[config.mk]
export PLATFORM = sky130hd
export DESIGN_NAME = looping_linear_ramp_generator_flat
export DESIGN_NICKNAME = d
export VERILOG_FILES = /design/src/hdl/llrg_pkg.sv /design/src/hdl/llrg_if.sv /design/src/hdl/llrg_mdu.sv /design/src/hdl/looping_linear_ramp_generator.sv /design/src/flat_wrapper.sv
export SDC_FILE = /design/constraint.sdc
export NUM_CORES = 2
export LEC_CHECK = 0
export ABC_AREA = 1
export BUFFER_PORTS_ARGS = -buffer_cell sky130_fd_sc_hd__buf_2
export CORE_AREA = 2 2 339 341
export DETAILED_ROUTE_END_ITERATION = 8
export DIE_AREA = 0 0 341 343
export MAX_ROUTING_LAYER = met4
export PLACE_DENSITY_LB_ADDON = 0.12
export SLEW_MARGIN = 25
export SYNTH_ARGS = -nofsm -noshare
export SYNTH_HDL_FRONTEND = slang
export SYNTH_HIERARCHICAL = 1
export SYNTH_SLANG_ARGS = --single-unit
[constraint.sdc]
create_clock -name clock -period 11.35 [get_ports clock]
set_input_delay 2.27 -clock clock [delete_from_list [all_inputs] [get_ports clock]]
set_output_delay 2.27 -clock clock [all_outputs]
set_load 0.01 [all_outputs]
[src/hdl/llrg_pkg.sv]
package llrg_pkg;

   // Default widths of the value and time paths.
   localparam int VALUE_WIDTH = 24;
   localparam int TIME_WIDTH  = 32;

   // Fixed field widths.
   localparam int FUNC_WIDTH      = 3;
   localparam int TICK_WIDTH      = 16;
   localparam int PERIOD_WIDTH    = 32;
   localparam int LOOP_WIDTH      = 16;
   localparam int SCALE_WIDTH     = 16;
   localparam int DELAY_WIDTH     = 32;
   localparam int CSR_ADDR_WIDTH  = 2;
   localparam int CSR_DATA_WIDTH  = 32;

   // Register reset values and the free-run wrap point (255.0 in Q15.8).
   localparam logic [SCALE_WIDTH-1:0] TIME_SCALE_RESET = 16'd256;
   localparam int WRAP_TOP = 255 * 256;

   typedef enum logic [FUNC_WIDTH-1:0] {
      FUNC_TICK  = 3'd0,
      FUNC_TIMED = 3'd1,
      FUNC_RATE  = 3'd2,
      FUNC_FREE  = 3'd3,
      FUNC_STOP  = 3'd4
   } func_type;

   typedef enum logic [CSR_ADDR_WIDTH-1:0] {
      CSR_TIME_SCALE  = 2'd0,
      CSR_PING_PONG   = 2'd1,
      CSR_START_DELAY = 2'd2
   } csr_addr_type;

   typedef enum logic [2:0] {
      ST_IDLE,
      ST_EXEC,
      ST_FREE,
      ST_TIME,
      ST_DIV,
      ST_DONE
   } state_type;

   typedef enum logic [1:0] {
      MDU_IDLE,
      MDU_MUL,
      MDU_DIV
   } mdu_phase_type;

   typedef struct packed {
      logic start;
      logic rate_mode;
   } mdu_cmd_type;

   typedef struct packed {
      logic busy;
      logic done;
   } mdu_status_type;

endpackage

[src/hdl/llrg_if.sv]
interface llrg_req_if #(
   parameter int VW = llrg_pkg::VALUE_WIDTH
);
   logic                                  valid;
   logic                                  ready;
   logic [llrg_pkg::FUNC_WIDTH-1:0]       func;
   logic [llrg_pkg::TICK_WIDTH-1:0]       delta_ticks;
   logic signed [VW-1:0]                  target_value;
   logic [llrg_pkg::PERIOD_WIDTH-1:0]     period_ticks;
   logic signed [llrg_pkg::LOOP_WIDTH-1:0] loop_count;
   logic signed [VW-1:0]                  rate;

   modport source (output valid, func, delta_ticks, target_value, period_ticks,
                   loop_count, rate, input ready);
   modport sink (input valid, func, delta_ticks, target_value, period_ticks,
                 loop_count, rate, output ready);
endinterface

interface llrg_rsp_if #(
   parameter int VW = llrg_pkg::VALUE_WIDTH
);
   logic                 valid;
   logic                 ready;
   logic signed [VW-1:0] value;
   logic                 running;

   modport source (output valid, value, running, input ready);
   modport sink (input valid, value, running, output ready);
endinterface

interface llrg_csr_if;
   logic                                valid;
   logic                                ready;
   logic [llrg_pkg::CSR_ADDR_WIDTH-1:0] addr;
   logic [llrg_pkg::CSR_DATA_WIDTH-1:0] data;

   modport source (output valid, addr, data, input ready);
   modport sink (input valid, addr, data, output ready);
endinterface

[src/hdl/llrg_mdu.sv]
// Bit-serial multiply then divide unit.
// Ramp mode: quotient = (mag * mult) / divisor, one multiplier bit per cycle
// followed by one quotient bit per cycle. Rate mode: quotient = mag / divisor.
module llrg_mdu #(
   parameter int VW = llrg_pkg::VALUE_WIDTH,
   parameter int TW = llrg_pkg::TIME_WIDTH
) (
   input  logic                          clock,
   input  logic                          reset,
   input  llrg_pkg::mdu_cmd_type         cmd,
   input  logic [VW-1:0]                 mag,
   input  logic [TW-1:0]                 mult,
   input  logic [((TW > VW) ? TW : VW)-1:0] divisor,
   output llrg_pkg::mdu_status_type      status,
   output logic [VW-1:0]                 quot
);

   localparam int RW = (TW > VW) ? TW : VW;
   localparam int PW = RW + VW;
   localparam int CW = $clog2(RW + 1);

   llrg_pkg::mdu_phase_type phase_ff, phase_in;
   logic [CW-1:0]           cnt_ff, cnt_in;
   logic [PW-1:0]           p_ff, p_in;
   logic [VW-1:0]           mag_ff, mag_in;
   logic [RW-1:0]           div_ff, div_in;

   logic [VW:0]  mul_sum;
   logic [RW:0]  div_trial;
   logic         div_ge;
   logic [RW:0]  div_rem;

   // One shift-add step on the upper product half.
   assign mul_sum = (VW + 1)'(p_ff[TW+VW-1:TW]) + (p_ff[0] ? (VW + 1)'(mag_ff) : '0);

   // One restoring division step.
   assign div_trial = {p_ff[PW-1:VW], p_ff[VW-1]};
   assign div_ge    = div_trial >= {1'b0, div_ff};
   assign div_rem   = div_ge ? (div_trial - {1'b0, div_ff}) : div_trial;

   // Sequencing and datapath of the shared register.
   always_comb begin
      phase_in = phase_ff;
      cnt_in   = cnt_ff;
      p_in     = p_ff;
      mag_in   = mag_ff;
      div_in   = div_ff;
      case (phase_ff)
         llrg_pkg::MDU_IDLE: begin
            if (cmd.start) begin
               mag_in = mag;
               div_in = divisor;
               if (cmd.rate_mode) begin
                  phase_in = llrg_pkg::MDU_DIV;
                  cnt_in   = CW'(VW);
                  p_in     = PW'(mag);
               end else begin
                  phase_in = llrg_pkg::MDU_MUL;
                  cnt_in   = CW'(TW);
                  p_in     = PW'(mult);
               end
            end
         end
         llrg_pkg::MDU_MUL: begin
            p_in = PW'({mul_sum, p_ff[TW-1:1]});
            if (cnt_ff == CW'(1)) begin
               phase_in = llrg_pkg::MDU_DIV;
               cnt_in   = CW'(VW);
            end else begin
               cnt_in = cnt_ff - CW'(1);
            end
         end
         llrg_pkg::MDU_DIV: begin
            p_in = {div_rem[RW-1:0], p_ff[VW-2:0], div_ge};
            if (cnt_ff == CW'(1)) begin
               phase_in = llrg_pkg::MDU_IDLE;
            end
            cnt_in = cnt_ff - CW'(1);
         end
         default: begin
            phase_in = llrg_pkg::MDU_IDLE;
         end
      endcase
   end

   always_ff @(posedge clock) begin
      if (reset) begin
         phase_ff <= llrg_pkg::MDU_IDLE;
         cnt_ff   <= '0;
      end else begin
         phase_ff <= phase_in;
         cnt_ff   <= cnt_in;
      end
      p_ff   <= p_in;
      mag_ff <= mag_in;
      div_ff <= div_in;
   end

   assign status.busy = (phase_ff != llrg_pkg::MDU_IDLE);
   assign status.done = (phase_ff == llrg_pkg::MDU_DIV) && (cnt_ff == CW'(1));
   assign quot        = p_in[VW-1:0];

endmodule

[src/hdl/looping_linear_ramp_generator.sv]
// Stop, start and inactive or delayed ticks go through EXEC and DONE from accept to result.
// A free-run tick adds FREE; a positive-rate start adds DIV for the bit-serial divide;
// a ramp tick before the period ends adds TIME, then DIV for the bit-serial unit. One item
// at a time: a new item is taken in IDLE, once the last result is in the result register.
// Synchronous active-high reset clears the sequencer, ramp state, ping-pong and start delay, sets time_scale to 256,
// and empties the result register.
module looping_linear_ramp_generator #(
   parameter int VW = llrg_pkg::VALUE_WIDTH,
   parameter int TW = llrg_pkg::TIME_WIDTH
) (
   input  logic         clock,
   input  logic         reset,
   llrg_req_if.sink     req_chan,
   llrg_rsp_if.source   rsp_chan,
   llrg_csr_if.sink     csr_chan
);

   localparam int RW = (TW > VW) ? TW : VW;
   localparam int XW = (TW > 32) ? TW : 32;
   localparam int EW = ((TW > 24) ? TW : 24) + 1;
   localparam int DW = (TW > 16) ? TW : 16;
   localparam int FW = VW + 18;
   localparam logic [TW-1:0] TMAX = {TW{1'b1}};
   localparam logic signed [FW-1:0] WRAP_W = FW'(llrg_pkg::WRAP_TOP);

   // Sequencer and configuration.
   llrg_pkg::state_type state_ff, state_in;
   logic [15:0]          ts_ff;
   logic                 pp_ff;
   logic [31:0]          sd_ff;

   // Latched item.
   llrg_pkg::func_type   func_ff;
   logic [15:0]          dt_ff;
   logic signed [VW-1:0] tgt_ff;
   logic [31:0]          per_ff;
   logic signed [15:0]   lc_ff;
   logic signed [VW-1:0] rate_ff;

   // Ramp state.
   logic signed [VW-1:0] cur_ff, cur_in, start_ff, start_in, end_ff, end_in;
   logic signed [VW-1:0] step_ff, step_in;
   logic [TW-1:0]        elapsed_ff, elapsed_in, period_ff, period_in, delay_ff, delay_in;
   logic signed [15:0]   loops_ff, loops_in;
   logic                 active_ff, active_in, free_ff, free_in;
   logic                 rate_mode_ff, rate_mode_in, neg_ff, neg_in;

   // Registered products.
   logic signed [VW+16:0] prod_ff;
   logic [23:0]           inc_ff;
   logic [31:0]           scaled;

   // Result register.
   logic                 rsp_valid_ff;
   logic signed [VW-1:0] rsp_value_ff;
   logic                 rsp_running_ff;
   logic                 rsp_free;

   // Datapath terms.
   logic [TW-1:0]        per_sat, dly_sat, esat;
   logic [EW-1:0]        esum;
   logic [VW:0]          diff_w, diff_n, dist_w, dist_n, val_w;
   logic [VW-1:0]        diff_mag, dist_mag;
   logic signed [FW-1:0] fr_sum;
   logic [TW-1:0]        q_period;

   llrg_pkg::mdu_cmd_type    mdu_cmd;
   llrg_pkg::mdu_status_type mdu_status;
   logic [VW-1:0]            mdu_mag;
   logic [RW-1:0]            mdu_div;
   logic [VW-1:0]            mdu_quot;

   assign rsp_free = !rsp_valid_ff || rsp_chan.ready;

   // Saturation of loaded times to the time maximum.
   assign per_sat = (XW'(per_ff) > XW'(TMAX)) ? TMAX : TW'(XW'(per_ff));
   assign dly_sat = (XW'(sd_ff) > XW'(TMAX)) ? TMAX : TW'(XW'(sd_ff));

   // Elapsed time advance, saturating.
   assign scaled = 32'(dt_ff) * 32'(ts_ff);
   assign esum   = EW'(elapsed_ff) + EW'(inc_ff);
   assign esat   = (esum > EW'(TMAX)) ? TMAX : TW'(esum);

   // Ramp distance and rate-start distance as sign and magnitude.
   assign diff_w   = {end_ff[VW-1], end_ff} - {start_ff[VW-1], start_ff};
   assign diff_n   = -diff_w;
   assign diff_mag = diff_w[VW] ? diff_n[VW-1:0] : diff_w[VW-1:0];
   assign dist_w   = {tgt_ff[VW-1], tgt_ff} - {cur_ff[VW-1], cur_ff};
   assign dist_n   = -dist_w;
   assign dist_mag = dist_w[VW] ? dist_n[VW-1:0] : dist_w[VW-1:0];

   // Free-run sum and the interpolated value.
   assign fr_sum   = FW'(cur_ff) + FW'(prod_ff);
   assign val_w    = {start_ff[VW-1], start_ff}
                   + (neg_ff ? -{1'b0, mdu_quot} : {1'b0, mdu_quot});
   assign q_period = (RW'(mdu_quot) > RW'(TMAX)) ? TMAX : TW'(RW'(mdu_quot));

   // Next state.
   always_comb begin
      state_in = state_ff;
      case (state_ff)
         llrg_pkg::ST_IDLE: begin
            if (req_chan.valid) state_in = llrg_pkg::ST_EXEC;
         end
         llrg_pkg::ST_EXEC: begin
            state_in = llrg_pkg::ST_DONE;
            case (func_ff)
               llrg_pkg::FUNC_TICK: begin
                  if (active_ff && delay_ff == '0) begin
                     state_in = free_ff ? llrg_pkg::ST_FREE : llrg_pkg::ST_TIME;
                  end
               end
               llrg_pkg::FUNC_RATE: begin
                  if (!rate_ff[VW-1] && rate_ff != '0) state_in = llrg_pkg::ST_DIV;
               end
               default: begin
                  state_in = llrg_pkg::ST_DONE;
               end
            endcase
         end
         llrg_pkg::ST_FREE: begin
            state_in = llrg_pkg::ST_DONE;
         end
         llrg_pkg::ST_TIME: begin
            state_in = (esat >= period_ff) ? llrg_pkg::ST_DONE : llrg_pkg::ST_DIV;
         end
         llrg_pkg::ST_DIV: begin
            if (mdu_status.done) state_in = llrg_pkg::ST_DONE;
         end
         llrg_pkg::ST_DONE: begin
            if (rsp_free) state_in = llrg_pkg::ST_IDLE;
         end
         default: begin
            state_in = llrg_pkg::ST_IDLE;
         end
      endcase
   end

   // Handshake and unit launch.
   always_comb begin
      req_chan.ready    = (state_ff == llrg_pkg::ST_IDLE);
      mdu_cmd.start     = 1'b0;
      mdu_cmd.rate_mode = 1'b0;
      mdu_mag           = diff_mag;
      mdu_div           = RW'(period_ff);
      case (state_ff)
         llrg_pkg::ST_EXEC: begin
            mdu_cmd.start     = (state_in == llrg_pkg::ST_DIV);
            mdu_cmd.rate_mode = 1'b1;
            mdu_mag           = dist_mag;
            mdu_div           = RW'($unsigned(rate_ff));
         end
         llrg_pkg::ST_TIME: begin
            mdu_cmd.start = (state_in == llrg_pkg::ST_DIV);
         end
         default: begin
            mdu_cmd.start = 1'b0;
         end
      endcase
   end

   // Ramp state updates.
   always_comb begin
      cur_in       = cur_ff;
      start_in     = start_ff;
      end_in       = end_ff;
      step_in      = step_ff;
      elapsed_in   = elapsed_ff;
      period_in    = period_ff;
      delay_in     = delay_ff;
      loops_in     = loops_ff;
      active_in    = active_ff;
      free_in      = free_ff;
      rate_mode_in = rate_mode_ff;
      neg_in       = neg_ff;
      case (state_ff)
         llrg_pkg::ST_EXEC: begin
            case (func_ff)
               llrg_pkg::FUNC_TICK: begin
                  if (active_ff && delay_ff != '0) begin
                     delay_in = (DW'(delay_ff) > DW'(dt_ff))
                              ? TW'(DW'(delay_ff) - DW'(dt_ff)) : '0;
                  end
               end
               llrg_pkg::FUNC_TIMED, llrg_pkg::FUNC_RATE: begin
                  loops_in   = lc_ff;
                  start_in   = cur_ff;
                  end_in     = tgt_ff;
                  elapsed_in = '0;
                  active_in  = 1'b1;
                  free_in    = 1'b0;
                  delay_in   = dly_sat;
                  if (func_ff == llrg_pkg::FUNC_TIMED) begin
                     period_in = per_sat;
                  end else begin
                     step_in      = rate_ff;
                     rate_mode_in = 1'b1;
                     if (rate_ff == '0) period_in = TMAX;
                     else if (rate_ff[VW-1]) period_in = '0;
                  end
               end
               llrg_pkg::FUNC_FREE: begin
                  step_in   = rate_ff;
                  free_in   = 1'b1;
                  active_in = 1'b1;
                  delay_in  = dly_sat;
               end
               llrg_pkg::FUNC_STOP: begin
                  active_in = 1'b0;
               end
               default: begin
                  active_in = active_ff;
               end
            endcase
         end
         llrg_pkg::ST_FREE: begin
            if (fr_sum > WRAP_W) cur_in = '0;
            else if (fr_sum < 0) cur_in = VW'(WRAP_W);
            else cur_in = VW'(fr_sum);
         end
         llrg_pkg::ST_TIME: begin
            elapsed_in = esat;
            if (esat >= period_ff) begin
               // Ramp end: hold the target, then repeat if loops remain.
               cur_in    = end_ff;
               active_in = 1'b0;
               if (loops_ff != '0) begin
                  if (!loops_ff[15]) loops_in = loops_ff - 16'sd1;
                  elapsed_in = '0;
                  active_in  = 1'b1;
                  free_in    = 1'b0;
                  if (pp_ff) begin
                     start_in = end_ff;
                     end_in   = start_ff;
                  end else begin
                     cur_in = start_ff;
                  end
               end
            end else begin
               rate_mode_in = 1'b0;
               neg_in       = diff_w[VW];
            end
         end
         llrg_pkg::ST_DIV: begin
            if (mdu_status.done) begin
               if (rate_mode_ff) period_in = q_period;
               else cur_in = val_w[VW-1:0];
            end
         end
         default: begin
            cur_in = cur_ff;
         end
      endcase
   end

   llrg_mdu #(
      .VW(VW),
      .TW(TW)
   ) u_llrg_mdu (
      .clock   (clock),
      .reset   (reset),
      .cmd     (mdu_cmd),
      .mag     (mdu_mag),
      .mult    (esat),
      .divisor (mdu_div),
      .status  (mdu_status),
      .quot    (mdu_quot)
   );

   // Control, configuration and ramp state registers.
   always_ff @(posedge clock) begin
      if (reset) begin
         state_ff       <= llrg_pkg::ST_IDLE;
         ts_ff          <= llrg_pkg::TIME_SCALE_RESET;
         pp_ff          <= 1'b0;
         sd_ff          <= '0;
         cur_ff         <= '0;
         start_ff       <= '0;
         end_ff         <= '0;
         step_ff        <= '0;
         elapsed_ff     <= '0;
         period_ff      <= '0;
         delay_ff       <= '0;
         loops_ff       <= '0;
         active_ff      <= 1'b0;
         free_ff        <= 1'b0;
         rate_mode_ff   <= 1'b0;
         neg_ff         <= 1'b0;
         rsp_valid_ff   <= 1'b0;
      end else begin
         state_ff     <= state_in;
         cur_ff       <= cur_in;
         start_ff     <= start_in;
         end_ff       <= end_in;
         step_ff      <= step_in;
         elapsed_ff   <= elapsed_in;
         period_ff    <= period_in;
         delay_ff     <= delay_in;
         loops_ff     <= loops_in;
         active_ff    <= active_in;
         free_ff      <= free_in;
         rate_mode_ff <= rate_mode_in;
         neg_ff       <= neg_in;
         if (csr_chan.valid) begin
            case (llrg_pkg::csr_addr_type'(csr_chan.addr))
               llrg_pkg::CSR_TIME_SCALE:  ts_ff <= csr_chan.data[15:0];
               llrg_pkg::CSR_PING_PONG:   pp_ff <= csr_chan.data[0];
               llrg_pkg::CSR_START_DELAY: sd_ff <= csr_chan.data;
               default: ;
            endcase
         end
         if (state_ff == llrg_pkg::ST_DONE && rsp_free) begin
            rsp_valid_ff <= 1'b1;
         end else if (rsp_chan.ready) begin
            rsp_valid_ff <= 1'b0;
         end
      end
   end

   // Item capture, products and result payload.
   always_ff @(posedge clock) begin
      if (req_chan.valid && state_ff == llrg_pkg::ST_IDLE) begin
         func_ff <= llrg_pkg::func_type'(req_chan.func);
         dt_ff   <= req_chan.delta_ticks;
         tgt_ff  <= req_chan.target_value;
         per_ff  <= req_chan.period_ticks;
         lc_ff   <= req_chan.loop_count;
         rate_ff <= req_chan.rate;
      end
      prod_ff <= step_ff * $signed({1'b0, dt_ff});
      inc_ff  <= scaled[31:8];
      if (state_ff == llrg_pkg::ST_DONE && rsp_free) begin
         rsp_value_ff   <= cur_ff;
         rsp_running_ff <= active_ff;
      end
   end

   assign csr_chan.ready   = 1'b1;
   assign rsp_chan.valid   = rsp_valid_ff;
   assign rsp_chan.value   = rsp_value_ff;
   assign rsp_chan.running = rsp_running_ff;

endmodule

[src/flat_wrapper.sv]
// flat-port wrapper written by rule: the top's interface ports become plain ports
module looping_linear_ramp_generator_flat 
#(
   parameter int VW = llrg_pkg::VALUE_WIDTH,
   parameter int TW = llrg_pkg::TIME_WIDTH
)
  (clock, reset, req_chan_valid, req_chan_func, req_chan_delta_ticks, req_chan_target_value, req_chan_period_ticks, req_chan_loop_count, req_chan_rate, req_chan_ready, rsp_chan_valid, rsp_chan_value, rsp_chan_running, rsp_chan_ready, csr_chan_valid, csr_chan_addr, csr_chan_data, csr_chan_ready);
  llrg_req_if #(.VW(VW)) req_chan_i ();
  llrg_rsp_if #(.VW(VW)) rsp_chan_i ();
  llrg_csr_if csr_chan_i ();
  input  logic clock;
  input  logic reset;
  input wire logic [$bits(req_chan_i.valid)-1:0] req_chan_valid;
  input wire logic [$bits(req_chan_i.func)-1:0] req_chan_func;
  input wire logic [$bits(req_chan_i.delta_ticks)-1:0] req_chan_delta_ticks;
  input wire logic [$bits(req_chan_i.target_value)-1:0] req_chan_target_value;
  input wire logic [$bits(req_chan_i.period_ticks)-1:0] req_chan_period_ticks;
  input wire logic [$bits(req_chan_i.loop_count)-1:0] req_chan_loop_count;
  input wire logic [$bits(req_chan_i.rate)-1:0] req_chan_rate;
  output wire logic [$bits(req_chan_i.ready)-1:0] req_chan_ready;
  output wire logic [$bits(rsp_chan_i.valid)-1:0] rsp_chan_valid;
  output wire logic [$bits(rsp_chan_i.value)-1:0] rsp_chan_value;
  output wire logic [$bits(rsp_chan_i.running)-1:0] rsp_chan_running;
  input wire logic [$bits(rsp_chan_i.ready)-1:0] rsp_chan_ready;
  input wire logic [$bits(csr_chan_i.valid)-1:0] csr_chan_valid;
  input wire logic [$bits(csr_chan_i.addr)-1:0] csr_chan_addr;
  input wire logic [$bits(csr_chan_i.data)-1:0] csr_chan_data;
  output wire logic [$bits(csr_chan_i.ready)-1:0] csr_chan_ready;
  assign req_chan_i.valid = req_chan_valid;
  assign req_chan_i.func = req_chan_func;
  assign req_chan_i.delta_ticks = req_chan_delta_ticks;
  assign req_chan_i.target_value = req_chan_target_value;
  assign req_chan_i.period_ticks = req_chan_period_ticks;
  assign req_chan_i.loop_count = req_chan_loop_count;
  assign req_chan_i.rate = req_chan_rate;
  assign req_chan_ready = req_chan_i.ready;
  assign rsp_chan_valid = rsp_chan_i.valid;
  assign rsp_chan_value = rsp_chan_i.value;
  assign rsp_chan_running = rsp_chan_i.running;
  assign rsp_chan_i.ready = rsp_chan_ready;
  assign csr_chan_i.valid = csr_chan_valid;
  assign csr_chan_i.addr = csr_chan_addr;
  assign csr_chan_i.data = csr_chan_data;
  assign csr_chan_ready = csr_chan_i.ready;
  looping_linear_ramp_generator #(.VW(VW), .TW(TW)) u_core (.clock(clock), .reset(reset), .req_chan(req_chan_i), .rsp_chan(rsp_chan_i), .csr_chan(csr_chan_i));
endmodule
==> flow_summary.json <==
{
  "vias_per_cell": 5.59,
  "crit_fanout": 50,
  "htree_levels": 3,
  "synth-edff-count": 228,
  "cp-start-kind": "flip-flop",
  "post_cts_resize_count": 0,
  "setup_viol": 0,
  "p_leak_nw": 35.1,
  "power_mw": 11.2,
  "gr-total-overflow": 0,
  "io_pins": 182,
  "required_ns": 11.91,
  "status": "complete, no violations",
  "fp.dieArea_mm2": 0.117,
  "cts_tree": "yes",
  "clkLatencyLatePin_ns": 0.71,
  "die_w_um": 341,
  "post-dp-hpwl_um": 168000,
  "grt_pass1_vias": 56995,
  "fin_worst_skew_ns": 0.0435,
  "synth_top_cell_by_area": "fa_1",
  "cp_slowest_cell": "buf_4",
  "hold_violations": 0,
  "whs_ns": 0.444,
  "arrival_ns": 10.57,
  "hp-class": "reg2reg",
  "critPathMaxStageDelay_ns": 0.58,
  "final.setup.tns_ns": 0,
  "synthTopCellsByArea": "fa_1 18%, nand2_1 14%, dfxtp_1 11%",
  "initial_core_util_pct": 56.5,
  "drive_gt1_share_pct": 5.92,
  "cts_made_buffers": 74,
  "drc": 0,
  "crit_top_cell": "nand2_1",
  "antenna_found_initial": 8,
  "core_mm2": 0.113,
  "cts_buffer_depth": 3,
  "synth_nets": 10203,
  "fin_cells": 10560,
  "grtUsageTotal_pct": 37.2,
  "cap_violations": 0,
  "synthDominantCellAreaShare_pct": 18.1,
  "grt_max_degree": 86,
  "post_cts_buffers": 0,
  "ant_nets": 0,
  "fill_cells": 10628,
  "drv_slew": 0,
  "syn_inst": 9019,
  "synth.distinct_cells": 64,
  "synth-main-ff-cell": "dfxtp_1",
  "nNetsFinal": 10164,
  "final_util_pct": 60.4,
  "grt_pass1_wl_um": 326000,
  "syn_to_final_growth_pct": 6.79,
  "ir_drop_mv": 0.158,
  "rsz0062_at_grt": "false",
  "wl_per_cell_um": 20.1,
  "worstMarginPinSlew_ns": 1.12,
  "avgSynthCellArea_um2": 7.11,
  "crit_type": "reg2reg",
  "yosysMostFrequentCell": "nand2_1",
  "synth_area_mm2": 0.0641,
  "ys_ff_latch": 590,
  "powerDensity_mw_per_mm2": 164,
  "fmax_ghz": 0.100,
  "seq_area_mm2": 0.0141,
  "path_clk_slew_ns": 0.06,
  "drt-initial-drc-count": 5281,
  "die_h_um": 343,
  "endpoint_kind": "flip-flop",
  "multi_input_area_mm2": 0.0416,
  "rows": 124,
  "dpl.cell_count": 10416,
  "gp_congestion": 1.02,
  "ys_seq_area_share_pct": 22.0,
  "slew_headroom_pct": 25.3,
  "cts_num_sinks": 590,
  "dr.pass1.iters": 6,
  "routed_wirelength_um": 212000,
  "yosys_warnings": 6,
  "period_share_pct": 88.1,
  "io_buffer_count": 180,
  "hold_buffers": 0,
  "fin_crit_ns": 10.00,
  "num_vias": 59031,
  "async_flop_share_pct": 0,
  "synth_commonest_cells": "2326 x nand2_1, 1817 x inv_1, 620 x nor2_1",
  "clock_tree.root_cell": "clkbuf_16"
}
-- power breakdown --
group / total (mW) / switching (mW) / internal [mW]
combinational: 5.89 / 4.00 / 1.89
clock: 2.46 / 1.05 / 1.41
sequential: 2.89 / 0.294 / 2.59
total: 11.2 / 5.34 / 5.89
-- state kept, by name, summed over array words and instances, names as in the netlist, 16 cells and up --
| name | flops |
|---|---|
| u_core/sd_ff | 32 |
| u_core/cur_ff | 24 |
| u_core/prod_ff | 41 |
| u_core/elapsed_ff | 32 |
| u_core/rate_ff | 24 |
| u_core/period_ff | 32 |
| u_core/step_ff | 24 |
| u_core/delay_ff | 32 |
| u_core/u_llrg_mdu/mag_ff | 24 |
| u_core/u_llrg_mdu/div_ff | 32 |
| u_core/inc_ff | 24 |
| u_core/ts_ff | 16 |
| u_core/dt_ff | 16 |
| u_core/loops_ff | 16 |
| u_core/rsp_chan.value | 24 |
| u_core/tgt_ff | 24 |
| u_core/end_ff | 24 |
| u_core/start_ff | 24 |
| u_core/per_ff | 32 |
| u_core/lc_ff | 16 |
| u_core/u_llrg_mdu/p_ff | 56 |
-- area by class of cell --
| type | instances | share of cell area (%) |
|---|---|---|
| Inverter | 1832 | 10.1 |
| Clock inverter | 46 | 0.773 |
| Antenna cell | 8 | 0.0292 |
| Clock buffer | 90 | 2.91 |
| Multi-Input combinational cell | 6234 | 60.8 |
| Timing Repair Buffer | 248 | 2.12 |
| Sequential cell | 590 | 20.6 |
| Tap cell | 1512 | 2.76 |
-- layout by cell type (no fill, tap or decap), drive strengths merged, types with 10 or more instances in the layout --
cell,count
buf,248
a31oi,29
nand4,79
o21a,10
a21o,21
inv,1838
a211oi,36
a22oi,16
nor3,112
nor2,632
or2,20
nor4,25
clkbuf,90
edfxtp,228
xor2,88
fa,578
o21bai,15
clkinv,27
nand3b,23
nand3,369
o211ai,13
nand2,2343
o31ai,11
o22ai,34
xnor2,82
dfxtp,362
o21ai,556
o221ai,22
ha,452
a21oi,622
-- critical path, delay by kind of cell, from the launching register on --
kind	cells	cell delay [ns]
simple gates	22	3.92
compound gates	15	2.88
fa+ha+maj	4	1.27
buf+inv	5	1.24
flops	1	0.34
xor+xnor	1	0.15
-- routing by layer --
layer / GRT usage [%] / routed length [µm] / vias up
li1: - / - / 28096
met1: 47.7 / 88600 / 28072
met2: 59.7 / 98600 / 2342
met3: 5.27 / 15700 / 521
met4: 14.5 / 9430 / 0
met5: - / 0 / -
-- path summary, 6_finish.rpt --
path,startpoint,end,slack [ns],cells past startpoint
min reg2reg,u_core/sd_ff[3]$_SDFFE_PP0P_,u_core/sd_ff[3]$_SDFFE_PP0P_,0.44,2
max reg2reg,u_core/elapsed_ff[0]$_SDFFE_PP0P_,u_core/cur_ff[21]$_SDFFE_PP0P_,1.35,47
max,u_core/elapsed_ff[0]$_SDFFE_PP0P_,u_core/cur_ff[21]$_SDFFE_PP0P_,1.35,47
min,u_core/sd_ff[3]$_SDFFE_PP0P_,u_core/sd_ff[3]$_SDFFE_PP0P_,0.44,2
-- metrics by stage --
stage / worst slack [ns] / area (µm²)
after detailed placement: 1.19 / 65900
after floorplan: 3.38 / 64100
final: 1.35 / 68500
after global placement: 1.31 / 65900
after global routing: 0.419 / 68400
after CTS: 1.15 / 68400
-- kinds of logic after synthesis --
group	synth area share (%)
buffers and inverters	13.2
flip-flops	22.0
adder cells (fa/ha/maj)	26.9
XOR/XNOR	2.37
AO/OA/AOI/OAI	12.2
AND/OR/NAND/NOR	23.3
multiplexers	0.0156
other	0.00585
Power figures use the tool's default switching activity.
